### config.mk
export PLATFORM = sky130hd
export DESIGN_NAME = time_command_tokenizer_core
export DESIGN_NICKNAME = d
export VERILOG_FILES = /design/src/rtl/tct_pkg.sv /design/src/rtl/time_command_tokenizer_core.sv /design/src/rtl/tct_front.sv /design/src/rtl/tct_queue.sv /design/src/rtl/tct_back.sv
export SDC_FILE = /design/constraint.sdc
export NUM_CORES = 1
export LEC_CHECK = 0
export ABC_CLOCK_PERIOD_IN_PS = 8000
export BUFFER_PORTS_ARGS = -buffer_cell sky130_fd_sc_hd__buf_2
export CAP_MARGIN = 20
export CORE_ASPECT_RATIO = 1.4
export CORE_MARGIN = 1.5
export CORE_UTILIZATION = 25
export CTS_BUF_LIST = sky130_fd_sc_hd__clkbuf_8
export DETAILED_ROUTE_END_ITERATION = 8
export PLACE_DENSITY = 0.4
export SETUP_SLACK_MARGIN = 0.5
export SLEW_MARGIN = 40
export SYNTH_ARGS = -nofsm -noshare
export SYNTH_HDL_FRONTEND = slang
export SYNTH_SLANG_ARGS = --single-unit
### constraint.sdc
create_clock -name clk_i -period 8 [get_ports clk_i]
set_input_delay 0.8 -clock clk_i [delete_from_list [all_inputs] [get_ports clk_i]]
set_output_delay 0.8 -clock clk_i [all_outputs]
set_load 0.02 [all_outputs]
### src/rtl/tct_pkg.sv
`default_nettype none

package tct_pkg;

  // Lexer sizing
  localparam int WORD_BUF_CHARS = 9;
  localparam int VALUE_BITS     = 64;
  localparam int TOKEN_VALUE_W  = 64;
  localparam int PROD_W         = VALUE_BITS + 4;
  localparam int LEN_W          = $clog2(WORD_BUF_CHARS + 1);
  localparam int IDX_W          = $clog2(WORD_BUF_CHARS);

  // Bundle queue between front and back
  localparam int QUEUE_DEPTH = 4;
  localparam int QA_W        = $clog2(QUEUE_DEPTH);
  localparam int QC_W        = $clog2(QUEUE_DEPTH + 1);

  // Number range limits
  localparam logic [PROD_W-1:0] LIMIT_UNS = {4'b0000, {VALUE_BITS{1'b1}}};
  localparam logic [PROD_W-1:0] LIMIT_NEG = PROD_W'(1) << (VALUE_BITS - 1);

  // Characters
  localparam logic [7:0] CH_NUL   = 8'h00;
  localparam logic [7:0] CH_SPACE = 8'h20;
  localparam logic [7:0] CH_TAB   = 8'h09;
  localparam logic [7:0] CH_CR    = 8'h0D;
  localparam logic [7:0] CH_PLUS  = 8'h2B;
  localparam logic [7:0] CH_MINUS = 8'h2D;
  localparam logic [7:0] CH_DOT   = 8'h2E;
  localparam logic [7:0] CH_SLASH = 8'h2F;
  localparam logic [7:0] CH_COLON = 8'h3A;

  // Token kinds
  localparam logic [4:0] KIND_END       = 5'd0;
  localparam logic [4:0] KIND_UNS       = 5'd1;
  localparam logic [4:0] KIND_NEG       = 5'd2;
  localparam logic [4:0] KIND_PLUS      = 5'd3;
  localparam logic [4:0] KIND_MINUS     = 5'd4;
  localparam logic [4:0] KIND_SLASH     = 5'd5;
  localparam logic [4:0] KIND_COLON     = 5'd6;
  localparam logic [4:0] KIND_ELLIPSIS  = 5'd7;
  localparam logic [4:0] KIND_NOW       = 5'd8;
  localparam logic [4:0] KIND_ALLDAY    = 5'd9;
  localparam logic [4:0] KIND_H         = 5'd10;
  localparam logic [4:0] KIND_M         = 5'd11;
  localparam logic [4:0] KIND_TODAY     = 5'd12;
  localparam logic [4:0] KIND_TOMORROW  = 5'd13;
  localparam logic [4:0] KIND_YESTERDAY = 5'd14;
  localparam logic [4:0] KIND_DAY       = 5'd15;
  localparam logic [4:0] KIND_MONTH     = 5'd16;
  localparam logic [4:0] KIND_YEAR      = 5'd17;
  localparam logic [4:0] KIND_D         = 5'd18;
  localparam logic [4:0] KIND_MO        = 5'd19;
  localparam logic [4:0] KIND_Y         = 5'd20;
  localparam logic [4:0] KIND_W         = 5'd21;
  localparam logic [4:0] KIND_VIEW      = 5'd22;
  localparam logic [4:0] KIND_QUICK     = 5'd23;
  localparam logic [4:0] KIND_TASK      = 5'd24;
  localparam logic [4:0] KIND_INVALID   = 5'd25;

  // Sub codes
  localparam logic [1:0] SUB_NONE     = 2'd0;
  localparam logic [1:0] SUB_OVERFLOW = 2'd0;
  localparam logic [1:0] SUB_SYMBOL   = 2'd1;
  localparam logic [1:0] SUB_KEYWORD  = 2'd2;
  localparam logic [1:0] SUB_LIST     = 2'd0;
  localparam logic [1:0] SUB_GRID     = 2'd1;
  localparam logic [1:0] SUB_WEEK     = 2'd2;
  localparam logic [1:0] SUB_CURRENT  = 2'd0;
  localparam logic [1:0] SUB_NEXT     = 2'd1;
  localparam logic [1:0] SUB_PREV     = 2'd2;
  localparam logic [1:0] SUB_ILLEGAL  = 2'd3;

  typedef enum logic [2:0] {
    LM_IDLE,
    LM_MINUS,
    LM_UNS,
    LM_NEG,
    LM_WORD,
    LM_DOTS
  } lex_mode_e;

  typedef logic [WORD_BUF_CHARS-1:0][7:0] word_t;

  typedef struct packed {
    logic [4:0] kind;
    logic [1:0] sub;
  } tok_t;

  // Up to three tokens from one byte; only slot 0 can carry a number
  typedef struct packed {
    logic [1:0]               count;
    tok_t [2:0]               tok;
    logic [TOKEN_VALUE_W-1:0] value;
  } bundle_t;

  typedef struct packed {
    logic hit;
    tok_t tok;
  } kw_res_t;

  // Keyword set
  localparam int KW_COUNT   = 21;
  localparam int KW_MAX_LEN = 9;

  localparam logic [8*KW_MAX_LEN-1:0] KW_TEXT [KW_COUNT] = '{
    "now", "allday", "h", "m", "today", "tomorrow", "yesterday", "day", "month",
    "year", "d", "mo", "y", "w", "list", "grid", "week", "current", "next",
    "prev", "task"
  };
  localparam int KW_LEN [KW_COUNT] = '{
    3, 6, 1, 1, 5, 8, 9, 3, 5, 4, 1, 2, 1, 1, 4, 4, 4, 7, 4, 4, 4
  };
  localparam logic [4:0] KW_KIND [KW_COUNT] = '{
    KIND_NOW, KIND_ALLDAY, KIND_H, KIND_M, KIND_TODAY, KIND_TOMORROW,
    KIND_YESTERDAY, KIND_DAY, KIND_MONTH, KIND_YEAR, KIND_D, KIND_MO, KIND_Y,
    KIND_W, KIND_VIEW, KIND_VIEW, KIND_VIEW, KIND_QUICK, KIND_QUICK,
    KIND_QUICK, KIND_TASK
  };
  localparam logic [1:0] KW_SUB [KW_COUNT] = '{
    SUB_NONE, SUB_NONE, SUB_NONE, SUB_NONE, SUB_NONE, SUB_NONE, SUB_NONE,
    SUB_NONE, SUB_NONE, SUB_NONE, SUB_NONE, SUB_NONE, SUB_NONE, SUB_NONE,
    SUB_LIST, SUB_GRID, SUB_WEEK, SUB_CURRENT, SUB_NEXT, SUB_PREV, SUB_NONE
  };

  // Parallel compare of the buffered word against every keyword
  function automatic kw_res_t kw_lookup(input word_t chars, input logic [LEN_W-1:0] len);
    kw_res_t res;
    logic    same;
    int      k;
    int      i;
    res = '0;
    for (k = KW_COUNT - 1; k >= 0; k--) begin
      same = (LEN_W'(KW_LEN[k]) == len);
      for (i = 0; i < KW_MAX_LEN; i++) begin
        if (i < KW_LEN[k]) begin
          if (chars[i] != KW_TEXT[k][8*(KW_LEN[k]-1-i) +: 8]) begin
            same = 1'b0;
          end
        end
      end
      if (same) begin
        res.hit      = 1'b1;
        res.tok.kind = KW_KIND[k];
        res.tok.sub  = KW_SUB[k];
      end
    end
    return res;
  endfunction

endpackage

`default_nettype wire

### src/rtl/time_command_tokenizer_core.sv
`default_nettype none

// Byte-serial tokenizer for short time/date commands. One ASCII byte is taken
// per clock on the input channel while the internal queue has room; whitespace
// is dropped, digit runs become numbers (a minus sign directly before a digit
// makes a negative integer), letter runs are looked up in the fixed keyword set,
// three dots make an ellipsis and a zero byte flushes any pending token and then
// gives an end token. A byte causes zero to three tokens; the tokens of one byte
// leave one per clock while the output is not stalled, the final one flagged by
// last_of_run_o. Sustained rate is one byte per clock as long as bytes give at
// most one token on average and the output is not stalled; the output register
// drains one token per clock while out_ready_i is high, and a four-entry queue
// of per-byte token groups soaks up bursts. A token is written to the queue when
// the byte that completes it is taken, and then loaded into the output register.
// Input ready depends only on the queue being full, never on input valid.

module time_command_tokenizer_core import tct_pkg::*; (
  input  wire logic               clk_i,
  input  wire logic               rst_ni,
  input  wire logic               in_valid_i,
  output logic                    in_ready_o,
  input  wire logic [7:0]         char_in_i,
  output logic                    out_valid_o,
  input  wire logic               out_ready_i,
  output logic [4:0]              token_kind_o,
  output logic [TOKEN_VALUE_W-1:0] token_value_o,
  output logic [1:0]              token_sub_o,
  output logic                    last_of_run_o
);

  // front -> queue
  logic    push;
  bundle_t push_data;
  logic    q_full;

  // queue -> back
  logic    head_valid;
  bundle_t head;
  logic    pop;

  // Lexer: mode tracking, number accumulate, word buffer, keyword match
  tct_front u_front (
    .clk_i       (clk_i),
    .rst_ni      (rst_ni),
    .char_in_i   (char_in_i),
    .in_valid_i  (in_valid_i),
    .in_ready_o  (in_ready_o),
    .q_full_i    (q_full),
    .push_o      (push),
    .push_data_o (push_data)
  );

  // Per-byte token groups
  tct_queue u_queue (
    .clk_i        (clk_i),
    .rst_ni       (rst_ni),
    .push_i       (push),
    .push_data_i  (push_data),
    .full_o       (q_full),
    .pop_i        (pop),
    .head_valid_o (head_valid),
    .head_o       (head)
  );

  // Serialiser: one token per clock into the output register while it is not stalled
  tct_back u_back (
    .clk_i         (clk_i),
    .rst_ni        (rst_ni),
    .head_valid_i  (head_valid),
    .head_i        (head),
    .pop_o         (pop),
    .out_valid_o   (out_valid_o),
    .out_ready_i   (out_ready_i),
    .token_kind_o  (token_kind_o),
    .token_value_o (token_value_o),
    .token_sub_o   (token_sub_o),
    .last_of_run_o (last_of_run_o)
  );

endmodule

`default_nettype wire

### src/rtl/tct_front.sv
`default_nettype none

module tct_front import tct_pkg::*; (
  input  wire logic       clk_i,
  input  wire logic       rst_ni,
  input  wire logic [7:0] char_in_i,
  input  wire logic       in_valid_i,
  output logic            in_ready_o,
  input  wire logic       q_full_i,
  output logic            push_o,
  output bundle_t         push_data_o
);

  lex_mode_e               mode_q, mode_d;
  logic [VALUE_BITS-1:0]   accum_q, accum_d;
  logic                    ovf_q, ovf_d;
  logic [LEN_W-1:0]        len_q, len_d;
  logic                    long_q, long_d;
  logic [1:0]              dots_q, dots_d;
  word_t                   chars_q;

  logic                    accept;
  logic                    is_digit, is_alpha, is_space, is_dot;
  logic [3:0]              digit;
  logic [PROD_W-1:0]       prod, limit;
  logic                    step_ovf;
  logic                    absorb;
  logic                    chr_we;
  logic [IDX_W-1:0]        chr_idx;
  kw_res_t                 kw;

  logic [1:0]              fl_cnt;
  tok_t                    fl_tok;
  logic                    main_v;
  tok_t                    main_tok;
  logic [TOKEN_VALUE_W-1:0] value;

  assign in_ready_o = !q_full_i;
  assign accept     = in_valid_i && in_ready_o;

  assign is_digit = char_in_i inside {[8'h30:8'h39]};
  assign is_alpha = char_in_i inside {[8'h41:8'h5A], [8'h61:8'h7A]};
  assign is_space = (char_in_i == CH_SPACE) || (char_in_i inside {[CH_TAB:CH_CR]});
  assign is_dot   = (char_in_i == CH_DOT);
  assign digit    = char_in_i[3:0];

  // acc*10 + d against the limit; four spare bits hold it for any accumulator
  assign prod     = ({4'b0000, accum_q} << 3) + ({4'b0000, accum_q} << 1) + PROD_W'(digit);
  assign limit    = (mode_q == LM_NEG) ? LIMIT_NEG : LIMIT_UNS;
  assign step_ovf = (prod > limit);

  assign kw = kw_lookup(chars_q, len_q);

  // byte extends the pending token (or completes an ellipsis)
  assign absorb = ((mode_q == LM_MINUS) && is_digit) ||
                  (((mode_q == LM_UNS) || (mode_q == LM_NEG)) && is_digit) ||
                  ((mode_q == LM_WORD) && is_alpha) ||
                  ((mode_q == LM_DOTS) && is_dot);

  // next state
  always_comb begin
    mode_d  = mode_q;
    accum_d = accum_q;
    ovf_d   = ovf_q;
    len_d   = len_q;
    long_d  = long_q;
    dots_d  = dots_q;
    chr_we  = 1'b0;
    chr_idx = len_q[IDX_W-1:0];
    if (accept) begin
      case (mode_q)
        LM_MINUS: begin
          if (is_digit) begin
            mode_d  = LM_NEG;
            accum_d = VALUE_BITS'(digit);
            ovf_d   = 1'b0;
          end
        end
        LM_UNS, LM_NEG: begin
          if (is_digit && !ovf_q) begin
            if (step_ovf) begin
              ovf_d = 1'b1;
            end else begin
              accum_d = prod[VALUE_BITS-1:0];
            end
          end
        end
        LM_WORD: begin
          if (is_alpha) begin
            if (len_q < LEN_W'(WORD_BUF_CHARS)) begin
              chr_we = 1'b1;
              len_d  = len_q + 1'b1;
            end else begin
              long_d = 1'b1;
            end
          end
        end
        LM_DOTS: begin
          if (is_dot) begin
            if (dots_q == 2'd2) begin
              dots_d = 2'd0;
              mode_d = LM_IDLE;
            end else begin
              dots_d = 2'd2;
            end
          end else begin
            dots_d = 2'd0;
          end
        end
        default: begin
        end
      endcase
      if (!absorb) begin
        mode_d = LM_IDLE;
        if (is_digit) begin
          mode_d  = LM_UNS;
          accum_d = VALUE_BITS'(digit);
          ovf_d   = 1'b0;
        end else if (char_in_i == CH_MINUS) begin
          mode_d = LM_MINUS;
        end else if (is_alpha) begin
          mode_d  = LM_WORD;
          chr_we  = 1'b1;
          chr_idx = '0;
          len_d   = LEN_W'(1);
          long_d  = 1'b0;
        end else if (is_dot) begin
          mode_d = LM_DOTS;
          dots_d = 2'd1;
        end
      end
    end
  end

  // tokens caused by the current byte
  always_comb begin
    fl_cnt   = 2'd0;
    fl_tok   = '0;
    value    = '0;
    main_v   = 1'b0;
    main_tok = '0;
    case (mode_q)
      LM_MINUS: begin
        if (!is_digit) begin
          fl_cnt      = 2'd1;
          fl_tok.kind = KIND_MINUS;
        end
      end
      LM_UNS, LM_NEG: begin
        if (!is_digit) begin
          fl_cnt = 2'd1;
          if (ovf_q) begin
            fl_tok.kind = KIND_INVALID;
            fl_tok.sub  = SUB_OVERFLOW;
          end else if (mode_q == LM_NEG) begin
            fl_tok.kind = KIND_NEG;
            value       = TOKEN_VALUE_W'(0) - TOKEN_VALUE_W'(accum_q);
          end else begin
            fl_tok.kind = KIND_UNS;
            value       = TOKEN_VALUE_W'(accum_q);
          end
        end
      end
      LM_WORD: begin
        if (!is_alpha) begin
          fl_cnt = 2'd1;
          if (kw.hit && !long_q) begin
            fl_tok = kw.tok;
          end else begin
            fl_tok.kind = KIND_INVALID;
            fl_tok.sub  = SUB_KEYWORD;
          end
        end
      end
      LM_DOTS: begin
        if (is_dot) begin
          if (dots_q == 2'd2) begin
            fl_cnt      = 2'd1;
            fl_tok.kind = KIND_ELLIPSIS;
          end
        end else begin
          fl_cnt      = dots_q;
          fl_tok.kind = KIND_INVALID;
          fl_tok.sub  = SUB_SYMBOL;
        end
      end
      default: begin
      end
    endcase
    if (!absorb) begin
      if (char_in_i == CH_NUL) begin
        main_v        = 1'b1;
        main_tok.kind = KIND_END;
      end else if (is_space || is_digit || is_alpha || is_dot ||
                   (char_in_i == CH_MINUS)) begin
        main_v = 1'b0;
      end else begin
        main_v = 1'b1;
        case (char_in_i)
          CH_PLUS:  main_tok.kind = KIND_PLUS;
          CH_SLASH: main_tok.kind = KIND_SLASH;
          CH_COLON: main_tok.kind = KIND_COLON;
          default: begin
            main_tok.kind = KIND_INVALID;
            main_tok.sub  = SUB_SYMBOL;
          end
        endcase
      end
    end
  end

  always_comb begin
    push_data_o.count  = fl_cnt + {1'b0, main_v};
    push_data_o.tok[0] = (fl_cnt != 2'd0) ? fl_tok : main_tok;
    push_data_o.tok[1] = (fl_cnt == 2'd2) ? fl_tok : main_tok;
    push_data_o.tok[2] = main_tok;
    push_data_o.value  = value;
  end

  assign push_o = accept && (push_data_o.count != 2'd0);

  always_ff @(posedge clk_i or negedge rst_ni) begin
    if (!rst_ni) begin
      mode_q  <= LM_IDLE;
      accum_q <= '0;
      ovf_q   <= 1'b0;
      len_q   <= '0;
      long_q  <= 1'b0;
      dots_q  <= 2'd0;
    end else begin
      mode_q  <= mode_d;
      accum_q <= accum_d;
      ovf_q   <= ovf_d;
      len_q   <= len_d;
      long_q  <= long_d;
      dots_q  <= dots_d;
    end
  end

  // letter buffer: undefined until written, only entries below len_q are used
  always_ff @(posedge clk_i) begin
    if (chr_we) begin
      chars_q[chr_idx] <= char_in_i;
    end
  end

endmodule

`default_nettype wire

### src/rtl/tct_queue.sv
`default_nettype none

module tct_queue import tct_pkg::*; (
  input  wire logic    clk_i,
  input  wire logic    rst_ni,
  input  wire logic    push_i,
  input  wire bundle_t push_data_i,
  output logic         full_o,
  input  wire logic    pop_i,
  output logic         head_valid_o,
  output bundle_t      head_o
);

  bundle_t           mem_q [QUEUE_DEPTH];
  logic [QA_W-1:0]   wr_ptr_q, rd_ptr_q;
  logic [QC_W-1:0]   cnt_q;
  logic              do_pop;

  assign full_o       = (cnt_q == QC_W'(QUEUE_DEPTH));
  assign head_valid_o = (cnt_q != '0);
  assign head_o       = mem_q[rd_ptr_q];
  assign do_pop       = pop_i && head_valid_o;

  always_ff @(posedge clk_i or negedge rst_ni) begin
    if (!rst_ni) begin
      wr_ptr_q <= '0;
      rd_ptr_q <= '0;
      cnt_q    <= '0;
    end else begin
      if (push_i) begin
        wr_ptr_q <= wr_ptr_q + 1'b1;
      end
      if (do_pop) begin
        rd_ptr_q <= rd_ptr_q + 1'b1;
      end
      if (push_i && !do_pop) begin
        cnt_q <= cnt_q + 1'b1;
      end else if (!push_i && do_pop) begin
        cnt_q <= cnt_q - 1'b1;
      end
    end
  end

  always_ff @(posedge clk_i) begin
    if (push_i) begin
      mem_q[wr_ptr_q] <= push_data_i;
    end
  end

endmodule

`default_nettype wire

### src/rtl/tct_back.sv
`default_nettype none

module tct_back import tct_pkg::*; (
  input  wire logic               clk_i,
  input  wire logic               rst_ni,
  input  wire logic               head_valid_i,
  input  wire bundle_t            head_i,
  output logic                    pop_o,
  output logic                    out_valid_o,
  input  wire logic               out_ready_i,
  output logic [4:0]              token_kind_o,
  output logic [TOKEN_VALUE_W-1:0] token_value_o,
  output logic [1:0]              token_sub_o,
  output logic                    last_of_run_o
);

  logic [1:0]               slot_q, slot_d;
  logic                     valid_q, valid_d;
  logic [4:0]               kind_q;
  logic [1:0]               sub_q;
  logic [TOKEN_VALUE_W-1:0] value_q;
  logic                     last_q;
  logic                     load;
  logic                     is_last;

  assign load    = head_valid_i && (!valid_q || out_ready_i);
  assign is_last = (slot_q == (head_i.count - 2'd1));
  assign pop_o   = load && is_last;

  always_comb begin
    slot_d  = slot_q;
    valid_d = valid_q;
    if (load) begin
      valid_d = 1'b1;
      slot_d  = is_last ? 2'd0 : (slot_q + 2'd1);
    end else if (out_ready_i) begin
      valid_d = 1'b0;
    end
  end

  always_ff @(posedge clk_i or negedge rst_ni) begin
    if (!rst_ni) begin
      slot_q  <= 2'd0;
      valid_q <= 1'b0;
    end else begin
      slot_q  <= slot_d;
      valid_q <= valid_d;
    end
  end

  always_ff @(posedge clk_i) begin
    if (load) begin
      kind_q  <= head_i.tok[slot_q].kind;
      sub_q   <= head_i.tok[slot_q].sub;
      value_q <= (slot_q == 2'd0) ? head_i.value : '0;
      last_q  <= is_last;
    end
  end

  assign out_valid_o   = valid_q;
  assign token_kind_o  = kind_q;
  assign token_sub_o   = sub_q;
  assign token_value_o = value_q;
  assign last_of_run_o = last_q;

endmodule

`default_nettype wire

==> results of run 1 <==
per-layer routing:
layer / wire length [um] / track usage / part of all wire / up-vias
li1: - / - / - / 9506
met1: 36900 / 0.167 / 0.42 / 10000
met2: 45200 / 0.257 / 0.51 / 349
met3: 2970 / 0.0222 / 0.034 / 128
met4: 2830 / 0.0586 / 0.032 / 0
met5: 0 / 0 / 0 / -
worst paths after layout:
| check | start | endpoint | slack [ns] | cells past startpoint |
|---|---|---|---|---|
| worst max-delay path | u_front.accum_q[32] | u_front.accum_q[23] | 1.02 | 24 |
| min in group asynchronous | rst_ni | u_queue.wr_ptr_q[0] | 0.64 | 2 |
| worst max register to register | u_front.accum_q[32] | u_front.accum_q[23] | 1.02 | 24 |
| worst min register to register | u_queue.cnt_q[2] | u_queue.cnt_q[2] | 0.50 | 1 |
| max in group asynchronous | rst_ni | u_front.accum_q[23] | 6.17 | 3 |
| worst min-delay path | out_ready_i | u_back.out_valid_o | 0.26 | 2 |
cell usage in the layout, fill, tap and decap left out, types with 48 or more instances in the layout:
master    instances
and2_1           75
nand4_1          54
nand2_1         148
ha_1            202
nand3_1          50
clkbuf_8         95
xor2_1           52
dfrtp_1          83
nor2_1          175
buf_2            84
a22o_1           61
o21ai_0          95
xnor2_1          75
mux4_2           85
edfxtp_1        484
inv_1            89
a21oi_1         158
nor3_1           48
cell families (layout without fill, tap and decap cells):
family,count (synthesis),after routing,share of synthesized area
simple gates,745,745,0.129
flops,569,569,0.551
compound gates,496,496,0.107
fa+ha+maj,206,206,0.0860
buf+inv,157,345,0.0228
xor+xnor,127,127,0.0368
mux,97,97,0.0674
other cells,1,5,0.000124
sequential cells by signal (all words and copies together), names as in the netlist, named ones only:
register,flops
u_back.last_of_run_o,1
u_front.long_q,1
u_back.token_kind_o,5
u_front.len_q,4
u_front.mode_q,3
u_front.accum_q,64
u_queue.cnt_q,3
u_back.token_value_o,64
u_queue.mem_q,340
u_queue.wr_ptr_q,2
u_front.dots_q,2
u_back.slot_q,2
u_back.token_sub_o,2
u_back.out_valid_o,1
u_queue.rd_ptr_q,2
u_front.chars_q,72
area by class of cell:
cell class | instances | share of cell area
sequential | 569 | 0.484
timing repair buffer | 122 | 0.0246
multi-input combinational | 1675 | 0.377
antenna | 1 | 0.0000727
inverter | 58 | 0.00640
clock buffer | 95 | 0.0380
clock inverter | 70 | 0.0113
tap | 1596 | 0.0580
stage by stage:
step | util | hold slack (ns) | setup WS (ns) | instances
2_1_floorplan | - | 0.464 | 1.79 | 2401
3_3_place_gp | 0.272 | 0.481 | 0.593 | 4014
5_1_grt | 0.287 | 0.226 | 0.545 | 4186
4_1_cts | 0.287 | 0.146 | 0.963 | 4184
3_5_place_dp | 0.273 | 0.489 | 0.563 | 4018
6_report | 0.287 | 0.258 | 1.02 | 4186
worst register-to-register path, cell delays in order, from the launching register on:
cell and delay [ns]:
dfrtp_1 0.48, ha_1 0.34, ha_1 0.53, nand4_4 0.17, or4_1 0.55, or4_1 0.47
a211oi_2 0.42, nor3_1 0.18, o21ai_1 0.38, nand2_1 0.10, nand2_1 0.11, a31oi_1 0.10
xnor2_1 0.26, ha_1 0.31, and4_1 0.20, a211oi_1 0.31, nand2b_1 0.10, nor4b_1 0.40
a211oi_1 0.16, o21ai_0 0.17, nand4_1 0.13, nor4_1 0.39, nor2_4 0.07, buf_12 0.22
a22o_1 0.28
power by group through the flow:
stage	logic [mW]	clock network [mW]	registers (mW)
2_1_floorplan	1.33	0	4.26
3_3_place_gp	2.25	0	4.15
3_5_place_dp	2.29	0	4.16
4_1_cts	2.30	2.52	4.10
5_1_grt	2.48	2.61	4.11
6_report	2.24	2.40	4.06
==> impl_results.md, run 1 <==
* Internal at 5.92 mW
* DR pass1 iterations at 5
* Crit-path slowest cell: or4_1
* Max Cap Viol at 0
* Yosys top cell area share at 0.480
* Largest cells by area after synthesis: edfxtp_1, ha_1, dfrtp_1, mux4_2, a21oi_1
* Peak supply drop at 0.124 mV
* First-pass GRT wire length at 134,000 um
* Critical path fanouts, max at 54
* Sequential Power Share at 0.466
* Routability cong. at 0.876
* Clock Power Share at 0.276
* Final period utilization at 0.872
* Worst skew pair latency at 0.78 ns
* Yosys top cell by area: edfxtp_1
* DRT iter0 DRCs at 1,066
* Vias per std cell at 4.78
* Port buffer count at 85
* Warnings from Yosys at 0
* Layout cells sized above 1 at 0.142
* FILL cells at 12,400
* Sum Neg Setup Slack at 0 ns
* Post-layout minimum cycle time at 6.98 ns
* Status: completed
* Clock Tree Root: clkbuf_8
* Row count at 150
* Post-synth EDFFs at 484
* Worst Tran Pin Value at 0.802 ns
* Antenna violations before repair at 1
* Clock slew at reported path FFs at 0.06 ns
* Synth top cells by count: edfxtp_1, ha_1, nor2_1
* Syn_area_per_cell at 12.6 um^2
* Buffers inserted by post-CTS timing repair at 0
* Synthesized instance count at 2,398
* Post-DP Area at 32,700 um^2
* Boundary pin count at 86
* Die Width at 297 um
* Core ar. at 120,000 um^2
* Die Y at 415 um
* Post-synth ARST share at 0.149
* Area taken by multi-input logic gates at 13,000 um^2
* Worst Path Required at 8.64 ns
* Routed WL at 88,000 um
* Die area at 123,000 um^2
* Final net count at 2,734
* Synth cell types at 86
* Clock Path Buffers at 3
* Count leader, synth: edfxtp_1
* Vias in the first global route at 21,200
* Final Power at 8.70 mW
* Via count at 20,000
* H-tree lvl count at 3
* Critical-path cell list: ha_1 -> ha_1 -> nand4_4 -> or4_1 -> or4_1 -> a211oi_2 -> nor3_1 -> o21ai_1 -> nand2_1 -> nand2_1 -> a31oi_1 -> xnor2_1 -> ha_1 -> and4_1 -> a211oi_1 -> nand2b_1 -> nor4b_1 -> a211oi_1 -> o21ai_0 -> nand4_1 -> nor4_1 -> nor2_4 -> buf_12 -> a22o_1
* CP top delay family: simple AND/OR/NAND/NOR gates
* Arrival time worst endpoint at 7.61 ns
* Top_reg_cell synth: edfxtp_1
* Top cell by count, worst path: ha_1
* Post_cts resized at 0
* Lkg Pwr at 13.2 nW
* Crit path kind: register to register
* Max Slew Vio Count at 0
* RSZ-0062 raised after global routing: false
* Synth Cell Area at 30,200 um^2
* Final hold vios at 0
* Crit-path max cell delay at 0.55 ns
* FF/Latch Area at 16,700 um^2
* Clk_skew at 0.0604 ns
* Class of the worst hold path: input port to register
* GRT Overall Usage at 0.142
* Remaining Overflow, GRT at 0
* Critical Path Sink Type: register
* Sw power at 2.79 mW
* Remaining DRCs at 0
* Cell Pwr Density at 253 nW/um^2
* CTS tree: done
* Clock sink count at 569
* Area Growth Syn to Fin at 13.8%
* Fmax at 143 MHz
* Hold-fix buffers, CTS at 1
* Detailed Place HPWL at 62,900 um
* DR WL/cell at 21.0 um
* Effective utilization at floorplan at 0.253
* Sequential fraction of the synthesis area at 0.551
* Final setup viols at 0
* Switching portion of total power at 0.320
* ANT nets after route at 0
* Num CTS Buffers at 90
* Comb power frac at 0.258
* Worst slew margin relative to its limit at 0.464
* CP Launch Type: register
* Buf/Inv on CP at 1
* Post-route cell area at 34,400 um^2
* Largest net degree at the start of global routing at 65
* Synthesized flop and latch total at 569
Note: power is estimated with default switching activity, not from simulation.
==> run 2, diff against run 1 <==
BUFFER_PORTS_ARGS = -buffer_cell sky130_fd_sc_hd__buf_4   (was -buffer_cell sky130_fd_sc_hd__buf_2)
MAX_ROUTING_LAYER = met4   (was default)
==> impl_results.md, run 2 (synthesis results as in run 1) <==
* Status: completed (unchanged)
* Buf/Inv on CP at 1 (unchanged)
* Top cell by count, worst path: ha_1 (unchanged)
* Reg2reg end: u_front.accum_q[40] (was u_front.accum_q[23])
* Clock slew at reported path FFs at 0.07 ns (was 0.06 ns)
* Met1 usage in global routing at 0.170 (was 0.167)
* Arrival time worst endpoint at 7.45 ns (was 7.61 ns)
* Via count at 20,300 (was 20,000)
* Effective utilization at floorplan at 0.253 (unchanged)
* Post-layout minimum cycle time at 6.81 ns (was 6.98 ns)
* Crit-path slowest cell: or4_1 (unchanged)
* Boundary pin count at 86 (unchanged)
* Clock Path Buffers at 3 (unchanged)
* Vias per std cell at 4.85 (was 4.78)
* Cells on worst reg2reg path at 24 (unchanged)
* Largest net degree at the start of global routing at 65 (unchanged)
* Fmax at 147 MHz (was 143 MHz)
* Crit path kind: register to register (unchanged)
* Peak supply drop at 0.129 mV (was 0.124 mV)
* ANT nets after route at 0 (unchanged)
* Cell Pwr Density at 257 nW/um^2 (was 253 nW/um^2)
* Hold_sp: out_ready_i (unchanged)
* Clk_skew at 0.0381 ns (was 0.0604 ns)
* Routed WL at 88,200 um (was 88,000 um)
* Core ar. at 120,000 um^2 (unchanged)
* DRT iter0 DRCs at 1,114 (was 1,066)
* Row count at 150 (unchanged)
* Die area at 123,000 um^2 (unchanged)
* Detailed Place HPWL at 63,200 um (was 62,900 um)
* Worst Tran Pin Value at 0.833 ns (was 0.802 ns)
* Biggest register: u_queue.mem_q (unchanged)
* Final net count at 2,739 (was 2,734)
* Final hold vios at 0 (unchanged)
* R2r setup slk at 1.19 ns (was 1.02 ns)
* Critical-path cell list: ha_1 -> ha_1 -> nand3_1 -> or4_1 -> or4_1 -> a211oi_2 -> nor3_1 -> o21ai_1 -> nand2_1 -> nand2_1 -> a31oi_1 -> xnor2_1 -> ha_1 -> and4_1 -> a211oi_1 -> nand2b_1 -> nor4b_1 -> a211oi_1 -> o21ai_0 -> nand4_1 -> nor4_2 -> nor2_4 -> buf_12 -> a22o_1 (was ha_1 -> ha_1 -> nand4_4 -> or4_1 -> or4_1 -> a211oi_2 -> nor3_1 -> o21ai_1 -> nand2_1 -> nand2_1 -> a31oi_1 -> xnor2_1 -> ha_1 -> and4_1 -> a211oi_1 -> nand2b_1 -> nor4b_1 -> a211oi_1 -> o21ai_0 -> nand4_1 -> nor4_1 -> nor2_4 -> buf_12 -> a22o_1)
* DR WL/cell at 21.1 um (was 21.0 um)
* Worst slew margin relative to its limit at 0.436 (was 0.464)
* Remaining DRCs at 0 (unchanged)
* DR pass1 iterations at 6 (was 5)
* Die Width at 297 um (unchanged)
* Max Slew Vio Count at 0 (unchanged)
* Critical Path Sink Type: register (unchanged)
* Routability cong. at 0.917 (was 0.876)
* Met2 Use GR at 0.255 (was 0.257)
* Util after Layout at 0.290 (was 0.287)
* Area Growth Syn to Fin at 14.7% (was 13.8%)
* Vias in the first global route at 21,200 (about the same)
* Max reg flops at 340 (unchanged)
* Layout cells sized above 1 at 0.143 (was 0.142)
* Sum Neg Setup Slack at 0 ns (unchanged)
* Class of the worst hold path: input port to register (unchanged)
* R2R Path Start: u_front.accum_q[26] (was u_front.accum_q[32])
* Top flop regs: u_queue.mem_q: 340 flops, u_front.chars_q: 72 flops (unchanged)
* Max Cap Viol at 0 (unchanged)
* Antenna violations before repair at 3 (was 1)
* CP top delay family: simple AND/OR/NAND/NOR gates (unchanged)
* Remaining Overflow, GRT at 0 (unchanged)
* Port buffer count at 85 (unchanged)
* Final period utilization at 0.851 (was 0.872)
* RSZ-0062 raised after global routing: false (unchanged)
* First-pass GRT wire length at 134,000 um (about the same)
* Commonest non-fill, non-tap cell in the layout: edfxtp_1 (unchanged)
* Num CTS Buffers at 94 (was 90)
* Die Y at 415 um (unchanged)
* Most frequent cells in the layout: edfxtp_1, ha_1, nor2_1, a21oi_1, nand2_1 (unchanged)
* Clock sink count at 569 (unchanged)
* Worst Hold End: u_back.out_valid_o (unchanged)
* Worst Path Required at 8.64 ns (about the same)
* Lkg Pwr at 13.3 nW (was 13.2 nW)
* Crit-path max cell delay at 0.59 ns (was 0.55 ns)
* Final setup viols at 0 (unchanged)
* Critical path fanouts, max at 54 (unchanged)
* CTS tree: done (unchanged)
* CP Launch Type: register (unchanged)
* GRT Max-Usage Layer: met2 (unchanged)
* Met3 Usage GRT at 0.0201 (was 0.0222)
* Buffers inserted by post-CTS timing repair at 0 (unchanged)
* Hold Path Depth at 2 (unchanged)
* Worst skew pair latency at 0.78 ns (about the same)
* H-tree lvl count at 3 (unchanged)
* GRT Overall Usage at 0.146 (was 0.142)
* Clock Tree Root: clkbuf_8 (unchanged)
## run 2: routing by layer
layer,share of wire,up-vias
met5,0,-
met4,0.028,0
met3,0.033,147
met2,0.52,412
met1,0.42,10200
li1,-,9538
## run 2: final cells by class
| class | count | area [um^2] |
|---|---|---|
| Inverter | 58 | 220 |
| Fill cell | 12300 | 85100 |
| Timing Repair Buffer | 123 | 1030 |
| Clock buffer | 95 | 1310 |
| Tap cell | 1596 | 2000 |
| Sequential cell | 569 | 16700 |
| Clock inverter | 66 | 464 |
| Multi-Input combinational cell | 1675 | 13000 |
| Antenna cell | 4 | 10.0 |
## run 2: per-stage QoR
| step | cells | worst slack, ns | area, um^2 | hold slack (ns) | total power, mW |
|---|---|---|---|---|---|
| 6_report | 4186 | 1.19 | 34700 | 0.229 | 8.90 |
| 5_1_grt | 4186 | 0.624 | 34700 | 0.228 | 9.40 |
| 4_1_cts | 4182 | 1.01 | 34700 | 0.144 | 9.13 |
| 3_5_place_dp | 4020 | 0.671 | 32900 | 0.505 | 6.55 |
| 3_3_place_gp | 4017 | 0.661 | 32800 | 0.480 | 6.49 |
| 2_1_floorplan | 2401 | 1.79 | 30300 | 0.464 | 5.60 |
## run 2: where the power goes
group	internal [mW]	switching [mW]	total (mW)
Sequential	3.83	0.227	4.06
Clock	1.32	1.19	2.52
Combinational	0.959	1.36	2.32
Total	6.12	2.78	8.90
## run 2: repair_timing
action	in CTS	in global routing
endpoints found under the setup margin	0	1
resized for setup	0	1
hold buffers	1	0
endpoints found under the hold margin	35	0
## run 2: worst max path at each step
| stage | startpoint | to | slack (ns) | cells past startpoint |
|---|---|---|---|---|
| after CTS | u_front.accum_q[29] | u_front.accum_q[40] | 1.01 | 24 |
| after global routing | u_front.accum_q[26] | u_front.accum_q[40] | 0.62 | 24 |
| after global placement | char_in_i[3] | u_front.accum_q[36] | 0.66 | 28 |
| after detailed placement | char_in_i[3] | u_front.accum_q[40] | 0.67 | 28 |
| after floorplan | out_ready_i | u_queue.cnt_q[1] | 1.79 | 7 |
| final | u_front.accum_q[26] | u_front.accum_q[40] | 1.19 | 24 |
## run 2: worst register-to-register path, delay by kind of cell (launching register included)
family / cells / cell delay [ns]
fa+ha+maj: 3 / 1.13
flops: 1 / 0.50
simple gates: 12 / 2.81
xor+xnor: 1 / 0.25
compound gates: 7 / 1.75
buf+inv: 1 / 0.23
